==> src/hw/rtl/wsd_pkg.sv <==
package wsd_pkg;

  // Result kinds carried on the output channel
  typedef enum logic [1:0] {
    KIND_HEADER  = 2'd0,
    KIND_PAYLOAD = 2'd1,
    KIND_TRUNC   = 2'd2
  } kind_t;

  // Short length field codes and mask
  localparam logic [6:0] LEN7_MASK  = 7'h7F;
  localparam logic [6:0] LEN7_EXT16 = 7'd126;
  localparam logic [6:0] LEN7_EXT64 = 7'd127;

  // Extended length byte counts, minus one
  localparam logic [2:0] EXT16_LAST = 3'd1;
  localparam logic [2:0] EXT64_LAST = 3'd7;

  // Key byte index of the final key byte
  localparam logic [1:0] KEY_LAST = 2'd3;

  // One result item
  typedef struct packed {
    kind_t       result_kind;
    logic        fin_bit;
    logic [2:0]  reserved_bits;
    logic [3:0]  frame_opcode;
    logic        is_masked;
    logic [63:0] payload_length;
    logic [7:0]  payload_byte;
    logic        last_in_frame;
  } result_t;

  // Result with its valid flag, parser to output stage
  typedef struct packed {
    logic    valid;
    result_t res;
  } result_req_t;

endpackage

==> src/hw/rtl/wsd_if.sv <==
// Byte input channel
interface wsd_byte_if;
  logic       valid;
  logic       ready;
  logic [7:0] data_byte;
  logic       frame_start;

  modport source (output valid, output data_byte, output frame_start, input ready);
  modport sink   (input valid, input data_byte, input frame_start, output ready);
endinterface

// Result output channel
interface wsd_result_if;
  logic        valid;
  logic        ready;
  logic [1:0]  result_kind;
  logic        fin_bit;
  logic [2:0]  reserved_bits;
  logic [3:0]  frame_opcode;
  logic        is_masked;
  logic [63:0] payload_length;
  logic [7:0]  payload_byte;
  logic        last_in_frame;

  modport source (output valid, output result_kind, output fin_bit, output reserved_bits,
                  output frame_opcode, output is_masked, output payload_length,
                  output payload_byte, output last_in_frame, input ready);
  modport sink   (input valid, input result_kind, input fin_bit, input reserved_bits,
                  input frame_opcode, input is_masked, input payload_length,
                  input payload_byte, input last_in_frame, output ready);
endinterface

==> src/hw/rtl/wsd_parser.sv <==
module wsd_parser #(
  parameter int LENGTH_WIDTH = 64
) (
  input  logic                 clk,
  input  logic                 rst,
  input  logic                 take,
  input  logic [7:0]           data_byte,
  input  logic                 frame_start,
  output wsd_pkg::result_req_t req
);

  typedef enum logic [2:0] {
    PH_IDLE = 3'd0,
    PH_LEN  = 3'd1,
    PH_EXT  = 3'd2,
    PH_KEY  = 3'd3,
    PH_DATA = 3'd4
  } phase_t;

  phase_t                  phase, phase_next;
  logic [8:0]              flags, flags_next;
  logic [LENGTH_WIDTH-1:0] len, len_next;
  logic [2:0]              ext_cnt, ext_cnt_next;
  logic [31:0]             key, key_next;
  logic [1:0]              kidx, kidx_next;
  logic [LENGTH_WIDTH-1:0] remain, remain_next;

  logic                    len_done;
  logic                    hdr_done;
  logic [6:0]              len7;
  logic [7:0]              key_byte;

  // Key byte for the current payload byte, byte 0 in the top bits
  always_comb begin
    case (kidx)
      2'd0:    key_byte = key[31:24];
      2'd1:    key_byte = key[23:16];
      2'd2:    key_byte = key[15:8];
      default: key_byte = key[7:0];
    endcase
  end

  assign len7 = data_byte[6:0] & wsd_pkg::LEN7_MASK;

  // Next state and result for the byte at the input
  always_comb begin
    phase_next  = phase;
    flags_next  = flags;
    len_next    = len;
    ext_cnt_next = ext_cnt;
    key_next    = key;
    kidx_next   = kidx;
    remain_next = remain;
    len_done    = 1'b0;
    hdr_done    = 1'b0;
    req         = '0;

    if (frame_start) begin
      // Start in mid-frame reports truncation, then begins the new frame
      if (phase != PH_IDLE) begin
        req.valid             = 1'b1;
        req.res.result_kind   = wsd_pkg::KIND_TRUNC;
        req.res.last_in_frame = 1'b1;
      end
      flags_next   = {1'b0, data_byte};
      len_next     = '0;
      ext_cnt_next = '0;
      key_next     = '0;
      kidx_next    = '0;
      remain_next  = '0;
      phase_next   = PH_LEN;
    end else begin
      unique case (phase)
        PH_IDLE: begin
        end
        PH_LEN: begin
          flags_next[8] = data_byte[7];
          len_next      = '0;
          if (len7 == wsd_pkg::LEN7_EXT16) begin
            ext_cnt_next = wsd_pkg::EXT16_LAST;
            phase_next   = PH_EXT;
          end else if (len7 == wsd_pkg::LEN7_EXT64) begin
            ext_cnt_next = wsd_pkg::EXT64_LAST;
            phase_next   = PH_EXT;
          end else begin
            len_next = LENGTH_WIDTH'(len7);
            len_done = 1'b1;
          end
        end
        PH_EXT: begin
          // Big-endian shift in, keeping the low LENGTH_WIDTH bits
          len_next = {len[LENGTH_WIDTH-9:0], data_byte};
          if (ext_cnt != 3'd0) begin
            ext_cnt_next = ext_cnt - 3'd1;
          end else begin
            len_done = 1'b1;
          end
        end
        PH_KEY: begin
          key_next = {key[23:0], data_byte};
          if (kidx != wsd_pkg::KEY_LAST) begin
            kidx_next = kidx + 2'd1;
          end else begin
            hdr_done = 1'b1;
          end
        end
        PH_DATA: begin
          req.valid              = 1'b1;
          req.res.result_kind    = wsd_pkg::KIND_PAYLOAD;
          req.res.payload_byte   = flags[8] ? (data_byte ^ key_byte) : data_byte;
          kidx_next              = kidx + 2'd1;
          remain_next            = remain - LENGTH_WIDTH'(1);
          if (remain == LENGTH_WIDTH'(1)) begin
            req.res.last_in_frame = 1'b1;
            phase_next            = PH_IDLE;
          end
        end
        default: begin
          phase_next = PH_IDLE;
        end
      endcase

      // Length complete: fetch the key or close the header
      if (len_done) begin
        if (flags_next[8]) begin
          phase_next = PH_KEY;
          kidx_next  = '0;
          key_next   = '0;
        end else begin
          hdr_done = 1'b1;
        end
      end

      // Header complete: emit header result
      if (hdr_done) begin
        req.valid           = 1'b1;
        req.res.result_kind = wsd_pkg::KIND_HEADER;
        kidx_next           = '0;
        remain_next         = len_next;
        if (len_next == '0) begin
          req.res.last_in_frame = 1'b1;
          phase_next            = PH_IDLE;
        end else begin
          phase_next = PH_DATA;
        end
      end

      // Header and payload results carry the frame fields
      if (req.valid) begin
        req.res.fin_bit        = flags_next[7];
        req.res.reserved_bits  = flags_next[6:4];
        req.res.frame_opcode   = flags_next[3:0];
        req.res.is_masked      = flags_next[8];
        req.res.payload_length = 64'(len_next);
      end
    end
  end

  // Parser state
  always_ff @(posedge clk) begin
    if (rst) begin
      phase   <= PH_IDLE;
      ext_cnt <= '0;
      kidx    <= '0;
      flags   <= '0;
      len     <= '0;
      key     <= '0;
      remain  <= '0;
    end else if (take) begin
      phase   <= phase_next;
      ext_cnt <= ext_cnt_next;
      kidx    <= kidx_next;
      flags   <= flags_next;
      len     <= len_next;
      key     <= key_next;
      remain  <= remain_next;
    end
  end

endmodule

==> src/hw/rtl/wsd_out_stage.sv <==
module wsd_out_stage (
  input  logic                 clk,
  input  logic                 rst,
  input  wsd_pkg::result_req_t req,
  input  logic                 load,
  output logic                 can_take,
  output logic                 valid,
  input  logic                 ready,
  output wsd_pkg::result_t     res
);

  // Free when empty or when the held result transfers this cycle
  assign can_take = !valid || ready;

  always_ff @(posedge clk) begin
    if (rst) begin
      valid <= 1'b0;
    end else if (can_take) begin
      valid <= load && req.valid;
    end
  end

  always_ff @(posedge clk) begin
    if (can_take && load && req.valid) begin
      res <= req.res;
    end
  end

endmodule

==> src/hw/rtl/websocket_frame_deframer_core.sv <==
// A result is registered and presented in the cycle after the byte that causes it transfers.
// Throughput: one byte per cycle; the parser state updates in the accept cycle and
// the result register frees itself whenever the downstream side takes its result.
// Input stalls only while a held result is not taken.
// Reset (synchronous, active high) returns the parser to idle and empties the result register.
module websocket_frame_deframer_core #(
  parameter int LENGTH_WIDTH = 64
) (
  input logic         clk,
  input logic         rst,
  wsd_byte_if.sink    frame_bytes,
  wsd_result_if.source results
);

  wsd_pkg::result_req_t req;
  wsd_pkg::result_t     res;
  logic                 can_take;
  logic                 take;

  assign frame_bytes.ready = can_take;
  assign take              = frame_bytes.valid && can_take;

  // Header and payload parser
  wsd_parser #(
    .LENGTH_WIDTH(LENGTH_WIDTH)
  ) u_parser (
    .clk         (clk),
    .rst         (rst),
    .take        (take),
    .data_byte   (frame_bytes.data_byte),
    .frame_start (frame_bytes.frame_start),
    .req         (req)
  );

  // Result register
  wsd_out_stage u_out (
    .clk      (clk),
    .rst      (rst),
    .req      (req),
    .load     (take),
    .can_take (can_take),
    .valid    (results.valid),
    .ready    (results.ready),
    .res      (res)
  );

  assign results.result_kind    = res.result_kind;
  assign results.fin_bit        = res.fin_bit;
  assign results.reserved_bits  = res.reserved_bits;
  assign results.frame_opcode   = res.frame_opcode;
  assign results.is_masked      = res.is_masked;
  assign results.payload_length = res.payload_length;
  assign results.payload_byte   = res.payload_byte;
  assign results.last_in_frame  = res.last_in_frame;

  // A stalled result blocks the input
  assert property (@(posedge clk) disable iff (rst)
    results.valid && !results.ready |-> !frame_bytes.ready)
    else $error("input taken while result stalled");

  // Truncation results are last and carry no length
  assert property (@(posedge clk) disable iff (rst)
    results.valid && results.result_kind == wsd_pkg::KIND_TRUNC
      |-> results.last_in_frame && results.payload_length == 64'd0)
    else $error("malformed truncation result");

  // A header that closes its frame has zero length
  assert property (@(posedge clk) disable iff (rst)
    results.valid && results.result_kind == wsd_pkg::KIND_HEADER && results.last_in_frame
      |-> results.payload_length == 64'd0)
    else $error("last header with nonzero length");

  // No result right after reset
  assert property (@(posedge clk) rst |=> !results.valid)
    else $error("result valid after reset");

endmodule

==> src/flat_wrapper.sv <==
// flat-port wrapper written by rule: the top's interface ports become plain ports
module websocket_frame_deframer_core_flat 
#(
  parameter int LENGTH_WIDTH = 64
)
  (clk, rst, frame_bytes_valid, frame_bytes_data_byte, frame_bytes_frame_start, frame_bytes_ready, results_valid, results_result_kind, results_fin_bit, results_reserved_bits, results_frame_opcode, results_is_masked, results_payload_length, results_payload_byte, results_last_in_frame, results_ready);
  wsd_byte_if frame_bytes_i ();
  wsd_result_if results_i ();
  input logic clk;
  input logic rst;
  input wire logic [$bits(frame_bytes_i.valid)-1:0] frame_bytes_valid;
  input wire logic [$bits(frame_bytes_i.data_byte)-1:0] frame_bytes_data_byte;
  input wire logic [$bits(frame_bytes_i.frame_start)-1:0] frame_bytes_frame_start;
  output wire logic [$bits(frame_bytes_i.ready)-1:0] frame_bytes_ready;
  output wire logic [$bits(results_i.valid)-1:0] results_valid;
  output wire logic [$bits(results_i.result_kind)-1:0] results_result_kind;
  output wire logic [$bits(results_i.fin_bit)-1:0] results_fin_bit;
  output wire logic [$bits(results_i.reserved_bits)-1:0] results_reserved_bits;
  output wire logic [$bits(results_i.frame_opcode)-1:0] results_frame_opcode;
  output wire logic [$bits(results_i.is_masked)-1:0] results_is_masked;
  output wire logic [$bits(results_i.payload_length)-1:0] results_payload_length;
  output wire logic [$bits(results_i.payload_byte)-1:0] results_payload_byte;
  output wire logic [$bits(results_i.last_in_frame)-1:0] results_last_in_frame;
  input wire logic [$bits(results_i.ready)-1:0] results_ready;
  assign frame_bytes_i.valid = frame_bytes_valid;
  assign frame_bytes_i.data_byte = frame_bytes_data_byte;
  assign frame_bytes_i.frame_start = frame_bytes_frame_start;
  assign frame_bytes_ready = frame_bytes_i.ready;
  assign results_valid = results_i.valid;
  assign results_result_kind = results_i.result_kind;
  assign results_fin_bit = results_i.fin_bit;
  assign results_reserved_bits = results_i.reserved_bits;
  assign results_frame_opcode = results_i.frame_opcode;
  assign results_is_masked = results_i.is_masked;
  assign results_payload_length = results_i.payload_length;
  assign results_payload_byte = results_i.payload_byte;
  assign results_last_in_frame = results_i.last_in_frame;
  assign results_i.ready = results_ready;
  websocket_frame_deframer_core #(.LENGTH_WIDTH(LENGTH_WIDTH)) u_core (.clk(clk), .rst(rst), .frame_bytes(frame_bytes_i), .results(results_i));
endmodule
==> config.mk <==
export PLATFORM = sky130hd
export DESIGN_NAME = websocket_frame_deframer_core_flat
export DESIGN_NICKNAME = d
export VERILOG_FILES = /design/src/hw/rtl/wsd_pkg.sv /design/src/hw/rtl/wsd_if.sv /design/src/hw/rtl/wsd_parser.sv /design/src/hw/rtl/wsd_out_stage.sv /design/src/hw/rtl/websocket_frame_deframer_core.sv /design/src/flat_wrapper.sv
export SDC_FILE = /design/constraint.sdc
export NUM_CORES = 1
export LEC_CHECK = 0
export BUFFER_PORTS_ARGS = -buffer_cell sky130_fd_sc_hd__buf_2
export CORE_MARGIN = 3
export CORE_UTILIZATION = 30
export CTS_CLUSTER_DIAMETER = 80
export DETAILED_ROUTE_END_ITERATION = 12
export PLACE_DENSITY = 0.53
export REMOVE_ABC_BUFFERS = 1
export SKIP_CTS_REPAIR_TIMING = 1
export SLEW_MARGIN = 0
export SYNTH_ARGS = -nofsm -noshare
export SYNTH_HDL_FRONTEND = slang
export SYNTH_SLANG_ARGS = --single-unit
==> constraint.sdc <==
create_clock -name clk -period 9.1 [get_ports clk]
set_input_delay 1.82 -clock clk [delete_from_list [all_inputs] [get_ports clk]]
set_output_delay 1.82 -clock clk [all_outputs]
set_load 0.005 [all_outputs]
==> reports/qor.yml <==
run_status:
  status: "finished, final reports clean"
synth:
  synth-edff-count: 84
  yosysSeqAreaShare: 0.4531
  synth.avg_cell_area_um2: 8.528
  syn-cell-area_um2: 13430
  synthArstFlopShare: 0
  yosysWarnings: 0
  ys_ff_latch: 262
  synth.most_common_cell: "nor2_1"
  synth.area.top_cells: "dfxtp_1 27%, edfxtp_1 19%, nor2_1 7.5%"
  ys.flop_type: "dfxtp_1"
  ys_types: 69
  yosys.area.top_type_share: 0.2653
  postSynthCellCount: 1575
  synth_common_cells: "268 x nor2_1, 178 x dfxtp_1, 148 x nand2_1"
  yosysTopAreaCell: "dfxtp_1"
sta:
  finalSetupTns_ns: 0
  fin_crit_sh: 0.5899
  finalSetupViolCount: 0
  final.setup_skew_ns: 0.01832
  period_needed_ns: 5.368
  rsz0062_at_grt: "no"
  maxSlewHeadroom: 0.1456
  drv_slew: 0
  tightest_slew_ns: 1.277
  fmax_ghz: 0.1863
  hold_violations: 0
detailed_routing:
  detail_route.iter0.violations: 1565
  drt_wl_total_um: 47730
  avgRoutedWirePerCell_um: 21.33
  num_vias: 12760
  drc: 0
  via_per_inst: 5.703
  ant_nets: 0
  wl_met3_um: 3612
  dr_wl_met2_um: 21070
  drtPass1Iterations: 7
  top_layer_used: "met5"
  drt-met1-wl_um: 21190
power:
  pwr-share-comb: 0.196
  p_seq_frac: 0.420
  finalPower_w: 0.003030
  p_per_area_nw_per_um2: 195.5
  peakVddDrop_v: 0.0001365
  p_leak_nw: 5.312
  internal_power_w: 0.002104
  swShare: 0.3055
  clkPwrFrac: 0.383
  power.switching_w: 0.0009255
die:
  initial_core_util: 0.3077
  fp.dieH_um: 217.6
  ios: 99
  num_rows: 76
  core_area_um2: 43650
  die_w_um: 217.6
  die-area_um2: 47350
global_route:
  grt_overflow_total: 0
  grt_usage: 0.1971
  grt_max_degree: 91
  grt_pass1_wl_um: 73400
  antenna_found_initial: 1
  grt_pass1_vias: 11820
setup_path:
  r2r_cells: 11
  cp_slowest_cell: "a21oi_2"
  path_cells: "buf_2, nand4_1, o211a_1, nor2_4, buf_4, a21oi_2, nor2_1, nor2_4, buf_4"
  rr_endpoint: "u_core.u_out.res[16]"
  critPathKind: "input pin to register"
  crit_fanout: 66
  startpoint_type: "input pin"
  arrival_ns: 5.56
  worstPathRequired_ns: 9.29
  rrSetupSlack_ns: 4.05
  end_kind: "register"
  critPathLaunch: "frame_bytes_data_byte[2]"
  slowest_delay_ns: 0.85
  worstReg2RegStart: "u_core.u_parser.ext_cnt[0]"
hold_path:
  hold_path_depth: 2
  worstHoldStart: "u_core.u_parser.flags[0]"
  hold_class: "register to register"
  hold_end: "u_core.u_parser.flags[0]"
final_layout:
  area_growth_pct: 15.40
  fin_util: 0.3551
  n_antenna_cell: 0
  drive_above_1_share: 0.1404
  nets: 1654
job:
  cap_violations: 0
clock_network:
  cts_max_path_buffers: 3
  clk_pin_slew_ns: 0.06
  htreeDepth: 1
  clk_latency_ns: 0.57
  numCtsBuffers: 31
  cts-root-buf: "clkbuf_16"
  cts_sinks: 262
  cts_tree: "yes"
placed_design:
  io_buffers: 98
  place.gp.congestion: 0.8737
  hpwl_um: 31410
-- layout make-up --
type / count / area [µm²]
multi-input combinational: 1163 / 6789
clock buffer: 46 / 852.1
fill: 4528 / 28150
tap: 585 / 732.0
sequential: 262 / 6091
inverter: 24 / 90.09
clock inverter: 10 / 77.57
timing repair buffer: 148 / 868.3
-- power groups by stage --
stage | Sequential [W] | Combinational, W | Clock (W)
floorplan | 0.00130 | 0.000395 | 0
global placement | 0.00130 | 0.000583 | 0
detailed placement | 0.00130 | 0.000584 | 0
CTS | 0.00127 | 0.000587 | 0.00119
global route | 0.00128 | 0.000654 | 0.00123
finish | 0.00127 | 0.000595 | 0.00116
-- layout by cell type, fill, tap and decap left out, types with 26 or more instances in the layout --
cell,instances
nor2b_1,33
dfxtp_1,176
and2_1,26
nor3b_1,36
a21oi_1,141
o21ai_0,83
nand2_1,145
edfxtp_1,84
buf_2,97
clkbuf_16,31
nor2_1,266
a221oi_1,47
buf_4,51
nor3_1,33
-- critical path: cells and delay by family --
kind	cells	cell delay, ns
AOI/OAI and AO/OA	2	1.22
and+or+nand+nor	4	1.18
buffers and inverters	3	1.16
-- metal layers --
metal / vias to the layer above / track usage
met5: - / 0
met1: 6225 / 0.2791
met3: 105 / 0.03497
met4: 2 / 0.06632
li1: 5906 / -
met2: 525 / 0.3037
-- through the flow --
| step | worst slack [ns] | area (µm²) | hold WS [ns] | instances |
|---|---|---|---|---|
| after global routing | 3.428 | 15500 | 0.4846 | 2238 |
| after CTS | 3.735 | 15500 | 0.4604 | 2238 |
| final | 3.732 | 15500 | 0.4574 | 2238 |
| after floorplan | 1.086 | 12910 | 0.4257 | 1449 |
| after global placement | 3.247 | 14570 | 0.4418 | 2182 |
| after detailed placement | 3.142 | 14570 | 0.4515 | 2182 |
-- kinds of logic (layout without fill, tap and decap cells) --
logic type | count (synthesis) | in the layout | share of synthesized area
adder cells (fa/ha/maj) | 11 | 11 | 0.01025
multiplexers | 11 | 11 | 0.008198
XOR/XNOR | 12 | 12 | 0.007825
buffers and inverters | 150 | 228 | 0.04537
AND/OR/NAND/NOR | 706 | 706 | 0.2695
AO/OA/AOI/OAI | 423 | 423 | 0.2058
flip-flops | 262 | 262 | 0.4531
-- state kept, by name (all words and copies together), names as in the netlist --
signal,cells
u_core.u_out.valid,1
u_core.u_parser.key,32
u_core.u_parser.len,64
u_core.u_parser.ext_cnt,3
u_core.u_parser.remain,64
u_core.u_parser.flags,9
u_core.u_out.res,84
u_core.u_parser.phase,3
u_core.u_parser.kidx,2
-- worst max path at each step --
stage / to / slack (ns) / depth (start not counted)
floorplan: u_core.u_out.res[0] / 1.09 / 6
global placement: u_core.u_out.res[72] / 3.25 / 9
detailed placement: u_core.u_out.res[66] / 3.14 / 9
CTS: u_core.u_out.res[48] / 3.73 / 9
global route: u_core.u_out.res[14] / 3.43 / 9
finish: u_core.u_out.res[16] / 3.73 / 9
No activity file was read; power rests on OpenSTA's default activity.
